--- src/rtl/core/stdp_pkg.sv ---
`default_nettype none

package stdp_pkg;

  // Table geometry
  localparam int SYNAPSES          = 1024;
  localparam int SYN_W             = 10;
  localparam int SYN_AW_RAW        = (SYNAPSES > 1) ? $clog2(SYNAPSES) : 1;
  localparam int SYN_AW            = (SYN_AW_RAW > SYN_W) ? SYN_W : SYN_AW_RAW;

  // Decay tables
  localparam int DECAY_TABLE_DEPTH = 1024;
  localparam int DEC_AW            = $clog2(DECAY_TABLE_DEPTH);
  localparam int DEC_W             = 17;
  localparam int TAU_POS_TICKS     = 200;
  localparam int TAU_NEG_TICKS     = 200;

  localparam longint unsigned ONE_Q31 = 64'd1 << 31;
  localparam longint unsigned X_POS   =
    (ONE_Q31 + longint'(TAU_POS_TICKS / 2)) / longint'(TAU_POS_TICKS);
  localparam longint unsigned X_NEG   =
    (ONE_Q31 + longint'(TAU_NEG_TICKS / 2)) / longint'(TAU_NEG_TICKS);

  // Event kinds
  localparam logic [1:0] KIND_PRE    = 2'd0;
  localparam logic [1:0] KIND_POST   = 2'd1;
  localparam logic [1:0] KIND_UPDATE = 2'd2;
  localparam logic [1:0] KIND_LOAD   = 2'd3;

  // Configuration register indexes
  localparam logic [2:0] REG_PLASTIC_ENABLE = 3'd0;
  localparam logic [2:0] REG_WEIGHT_MAX     = 3'd1;
  localparam logic [2:0] REG_WEIGHT_MIN     = 3'd2;
  localparam logic [2:0] REG_AMP_POS        = 3'd3;
  localparam logic [2:0] REG_AMP_NEG        = 3'd4;
  localparam logic [2:0] REG_DRIFT_CONST    = 3'd5;
  localparam logic [2:0] REG_CHANGE_FILTER  = 3'd6;

  localparam logic [DEC_W-1:0] FILTER_ONE = 17'd65536;

  typedef logic [DEC_W-1:0] decay_tab_t [DECAY_TABLE_DEPTH];

  typedef struct packed {
    logic signed [31:0] weight;
    logic signed [31:0] change;
    logic signed [31:0] pre_trace;
    logic signed [31:0] post_trace;
    logic [31:0]        pre_time;
    logic [31:0]        post_time;
  } row_t;

  // Saturate a 34-bit signed value to 32 bits
  function automatic logic signed [31:0] sat32(input logic signed [33:0] v);
    logic signed [31:0] r;
    if (v > 34'sh0_7FFF_FFFF) begin
      r = 32'sh7FFF_FFFF;
    end else if (v < -34'sh0_8000_0000) begin
      r = -32'sh8000_0000;
    end else begin
      r = v[31:0];
    end
    return r;
  endfunction

  // Unsigned quotient by shift and subtract; evaluated at elaboration
  function automatic longint unsigned udiv_shift(input longint unsigned n,
                                                 input longint unsigned d);
    longint unsigned q;
    longint unsigned r;
    q = 0;
    r = 0;
    for (int i = 63; i >= 0; i--) begin
      r = (r << 1) | ((n >> i) & 64'd1);
      if (r >= d) begin
        r = r - d;
        q = q | (64'd1 << i);
      end
    end
    return q;
  endfunction

  // Build exp(-d/tau) in Q1.16, from x = 1/tau in Q31; evaluated at elaboration
  function automatic decay_tab_t build_decay(input longint unsigned x);
    decay_tab_t      t;
    longint unsigned term;
    longint unsigned f;
    longint unsigned acc;
    longint          sum;
    term = ONE_Q31;
    sum  = longint'(ONE_Q31);
    for (int k = 1; k <= 24; k++) begin
      term = udiv_shift((term * x) >> 31, 64'(k));
      if ((k & 1) != 0) begin
        sum = sum - longint'(term);
      end else begin
        sum = sum + longint'(term);
      end
    end
    if (sum < 0) begin
      sum = 0;
    end
    if (sum > longint'(ONE_Q31)) begin
      sum = longint'(ONE_Q31);
    end
    f   = longint'(sum);
    acc = ONE_Q31;
    for (int d = 0; d < DECAY_TABLE_DEPTH; d++) begin
      t[d] = DEC_W'((acc + 64'd16384) >> 15);
      acc  = (acc * f + (64'd1 << 30)) >> 31;
    end
    return t;
  endfunction

endpackage

`default_nettype wire

--- src/rtl/core/stdp_scale_unit.sv ---
`default_nettype none

module stdp_scale_unit
  import stdp_pkg::*;
(
  input  wire logic               clk,
  input  wire logic signed [31:0] value,
  input  wire logic [DEC_W-1:0]   factor,
  output logic signed [31:0]      scaled
);

  logic signed [49:0] prod_q;
  logic signed [17:0] factor_s;

  assign factor_s = $signed({1'b0, factor});

  // Multiply and add the rounding half; floor on the shift gives round half up
  always_ff @(posedge clk) begin
    prod_q <= 50'(value) * 50'(factor_s) + 50'sd32768;
  end

  assign scaled = sat32(prod_q[49:16]);

endmodule

`default_nettype wire

--- config.mk ---
export PLATFORM = sky130hd
export DESIGN_NAME = stdp_scale_unit
export DESIGN_NICKNAME = d
export VERILOG_FILES = /design/src/rtl/core/stdp_pkg.sv /design/src/rtl/core/stdp_scale_unit.sv
export SDC_FILE = /design/constraint.sdc
export NUM_CORES = 1
export LEC_CHECK = 0
export ABC_AREA = 1
export BUFFER_PORTS_ARGS = -buffer_cell sky130_fd_sc_hd__buf_2
export CORE_MARGIN = 2
export CORE_UTILIZATION = 40
export CTS_CLUSTER_DIAMETER = 200
export CTS_CLUSTER_SIZE = 16
export DETAILED_ROUTE_END_ITERATION = 10
export PLACE_DENSITY_LB_ADDON = 0.25
export SYNTH_ARGS = -nofsm -noshare
export SYNTH_HDL_FRONTEND = slang
export SYNTH_SLANG_ARGS = --single-unit
--- constraint.sdc ---
create_clock -name clk -period 18 [get_ports clk]
set_input_delay 0.9 -clock clk [delete_from_list [all_inputs] [get_ports clk]]
set_output_delay 0.9 -clock clk [all_outputs]
set_load 0.02 [all_outputs]
# Yosys cells after proc, flatten, opt, wreduce, memory -nomap -nowiden

Cells that the tools add are included.

Add/sub/neg operators: 1
Muxes and demuxes: 2
Order comparisons: 2
$mul: 1

Operator list:

| cell                                                             | number |
|---|---|
| two-way mux 32 bit                                               | 2 |
| adder 50 x 17 -> 50 bit (second input constant)                  | 1 |
| multiplier 32 x 18 -> 50 bit                                     | 1 |
| greater-than comparator 34 x 32 -> 1 bit (second input constant) | 1 |
| less-than comparator 34 x 32 -> 1 bit (second input constant)    | 1 |

Input port bits: 50
Output and inout port bits: 32
Register bits: 50

# Logic depth before layout (Yosys ltp)

Word-level depth: 3
Depth in mapped cells: 29

# Worst setup path before layout

OpenSTA, ideal clock, no wires.

Path type: in2reg
Start: in value[31]
End: reg prod_q[49]
Arrival: 6.131 ns
Cell stages on the path: 24
Required time: 17.888 ns
Setup time: 0.112 ns
Path slack: 11.757 ns
Cell sequence: clkbuf_1 clkbuf_1 nand2_1 fa_1 inv_1 fa_1 ha_1 inv_1 fa_1 inv_1 fa_1 inv_1 fa_1 inv_1 ha_1 nand2_1 nor2_1 inv_2 nor2_1 inv_2 nor3_1 nand3_1 nand3_1 nand2_1

Word-level cells in the longest chain between the ends: 2

Ends and longest elaborated chain:

| item                         | RTL line              | RTL |
|---|---|---|
| from (decl)                  | stdp_scale_unit.sv:7  | `input wire logic signed [31:0] value,` |
| multiplier 32 x 18 -> 50 bit | stdp_scale_unit.sv:19 | `prod_q <= 50'(value) * 50'(factor_s) + 50'sd32768;` |
| adder 50 x 17 -> 50 bit      | stdp_scale_unit.sv:19 |  |
| to (signal assigned)         | stdp_scale_unit.sv:19 |  |
| to (decl)                    | stdp_scale_unit.sv:12 | `logic signed [49:0] prod_q;` |

No other way between the ends.

# Final worst setup path

Start: in factor[4]
End: reg prod_q[41]

Word-level cells in the longest chain between the ends: 2

Ends and longest elaborated chain:

| item                         | RTL line              | RTL |
|---|---|---|
| from (decl)                  | stdp_scale_unit.sv:8  | `input wire logic [DEC_W-1:0] factor,` |
| multiplier 32 x 18 -> 50 bit | stdp_scale_unit.sv:19 |  |
| adder 50 x 17 -> 50 bit      | stdp_scale_unit.sv:19 |  |

No other way between the ends.

==> flow_summary.json <==
{
  "yosysSeqAreaShare": 0.0312,
  "synth_simple_gate_area_frac": 0.163,
  "cts_setup_buffers": 0,
  "cts_hold_buffers": 0,
  "register_area_um2": 681,
  "cp_cell_sequence": "buf_2, nand2_1, fa_1, fa_1, inv_1, fa_1, fa_1, fa_1, inv_1, fa_1, inv_1, ha_1, nand2_1, nor2_1, inv_2, nor2_1, inv_2, nor2_1, nand4_1, nand4_1, nand2_1",
  "grt_max_degree": 33,
  "largest_reg_flops": 34,
  "ioPinCount": 82,
  "synthAdderAreaFrac": 0.562,
  "tns_ps": 0,
  "start_util": 0.405,
  "grt_pass1_wl_um": 101000,
  "syn_nets": 3640,
  "syn_to_final_growth_pct": 4.39,
  "cp.depth": 21,
  "drtIter0Drc": 877,
  "num_antenna_cells": 0,
  "synthMuxAreaShare": 0,
  "firstDrtPassIters": 5,
  "drc": 0,
  "synth_top_family_by_area": "adder cells",
  "hold_depth": 8,
  "core_mm2": 0.0538,
  "largest-register": "prod_q",
  "multi_input_area_mm2": 0.0168,
  "fin_crit_sh": 0.385,
  "grt_usage": 0.226,
  "grt_antenna_before_repair": 1,
  "wl_per_cell_um": 16.5,
  "hpwl_um": 50600,
  "ys.flop_type": "dfxtp_1",
  "setup_violations": 0,
  "die-area_mm2": 0.0564,
  "synth_cell_types": 31,
  "crit_path_max_fanout": 32,
  "start_kind": "primary input",
  "netlist_area_mm2": 0.0218,
  "synth_seq_cells": 34,
  "drv_slew": 0,
  "period_needed_ps": 6940,
  "slowest_stage": "fa_1",
  "drive_gt1_frac": 0.0488,
  "first_global_vias": 19500,
  "path_buf_inv": 6,
  "synth-compound-area-share": 0.0363,
  "num_vias": 17100,
  "slowest_delay_ps": 770,
  "rsz0062_at_grt": "no",
  "crit_top_cell": "fa_1",
  "cp.required_ps": 18150,
  "synth_warnings": 0,
  "ant_nets": 0,
  "cp.arrival_ps": 7090,
  "worstMarginPinSlew_ps": 1210,
  "hold_class": "primary input to flop",
  "routed_wl_um": 59300,
  "numCtsBuffers": 5,
  "port_buffers": 81,
  "overflow": 0,
  "cp-end-kind": "flop",
  "clock-sinks": 34,
  "num_rows": 85,
  "synth.avg_cell_area_um2": 7.46,
  "synth-xor-area-share": 0.0100,
  "cts_root_buf": "clkbuf_16",
  "top_regs": "prod_q x34",
  "clk_pin_slew_worst_paths_ps": 50,
  "run_status": "finished clean",
  "htreeDepth": 2,
  "crit_type": "primary input to flop",
  "max_slew_margin": 0.191,
  "postCtsResizedCells": 0,
  "netlist_instances": 2923,
  "drv_cap": 0,
  "max_freq_ghz": 0.144,
  "hold_violations": 0,
  "die_h_um": 237,
  "cp_top_family": "adder cells",
  "cts_tree": "yes",
  "num-nets-final": 3606,
  "routabilityCongestion": 0.894,
  "synth_edf_count": 0,
  "clk_path_buf_depth": 2,
  "async_flop_share": 0,
  "fillers": 5585,
  "chipWidth_um": 237,
  "viasPerCell": 4.78
}
## cell type report
| cell class | instances | area share |
|---|---|---|
| Clock inverter | 2 | 0.000440 |
| Inverter | 1028 | 0.170 |
| Tap cell | 696 | 0.0383 |
| Multi-Input combinational cell | 1739 | 0.739 |
| Sequential cell | 34 | 0.0299 |
| Clock buffer | 5 | 0.00550 |
| Timing Repair Buffer | 81 | 0.0178 |
## metal layers
layer / up-vias / wire length, µm / share of wire / GRT usage
li1: 7972 / - / - / -
met1: 8617 / 24100 / 0.41 / 0.275
met2: 409 / 31300 / 0.53 / 0.424
met3: 122 / 1910 / 0.032 / 0.0154
met4: 2 / 2060 / 0.035 / 0.0738
met5: - / 10 / 0.00017 / 0
## cell usage after synthesis (3+ instances only)
cell type	count	area [µm²]
ha_1	147	1840
xnor2_1	9	78.8
o21a_1	4	30.0
clkbuf_1	121	454
nand3_1	41	205
o21bai_1	6	45.0
nor3_2	3	30.0
a21oi_1	91	455
nand2_1	725	2720
nor2_1	91	342
inv_2	34	128
nand4_1	16	100
nor3_1	9	45.0
xor2_1	16	140
dfxtp_1	34	681
o21ai_1	17	85.1
nand2_2	5	31.3
inv_1	992	3720
a21o_1	4	30.0
nor2_2	5	31.3
a31oi_1	3	18.8
fa_1	520	10400
o21ai_0	19	95.1
## final timing paths
kind    endpoint      start
min   prod_q[38]   value[0]
max   prod_q[41]  factor[4]
## cells in the final DEF (no fill, tap or decap), types with 17 or more instances in the layout
cell	synthesis	routed
o21ai_0	19	18
a21oi_1	91	90
nor2_1	91	91
o21ai_1	17	17
nand2_1	725	725
dfxtp_1	34	34
inv_2	34	34
ha_1	147	147
fa_1	520	520
nand3_1	41	41
buf_2	0	81
inv_1	992	992
## stage by stage
stage               hold WS (ps)  cell area, µm²  setup WS, ps  cells  utilization
floorplan                   1340           21800         11760   2923            -
global placement            1390           22600         10890   3578        0.420
detailed placement          1380           22600         10780   3578        0.420
CTS                         1600           22800         11070   3585        0.423
global route                1670           22800         10740   3585        0.423
finish                      1620           22800         11060   3585        0.423
## logic make-up (layout without fill, tap and decap cells)
group,count (synthesis),after routing
simple gates,899,899
compound gates,148,148
buf+inv,1150,1116
fa+ha+maj,667,667
flops,34,34
xor+xnor,25,25
Power is not shown: default switching activity piles up to over one toggle a cycle in this logic, so the estimate is an artifact.
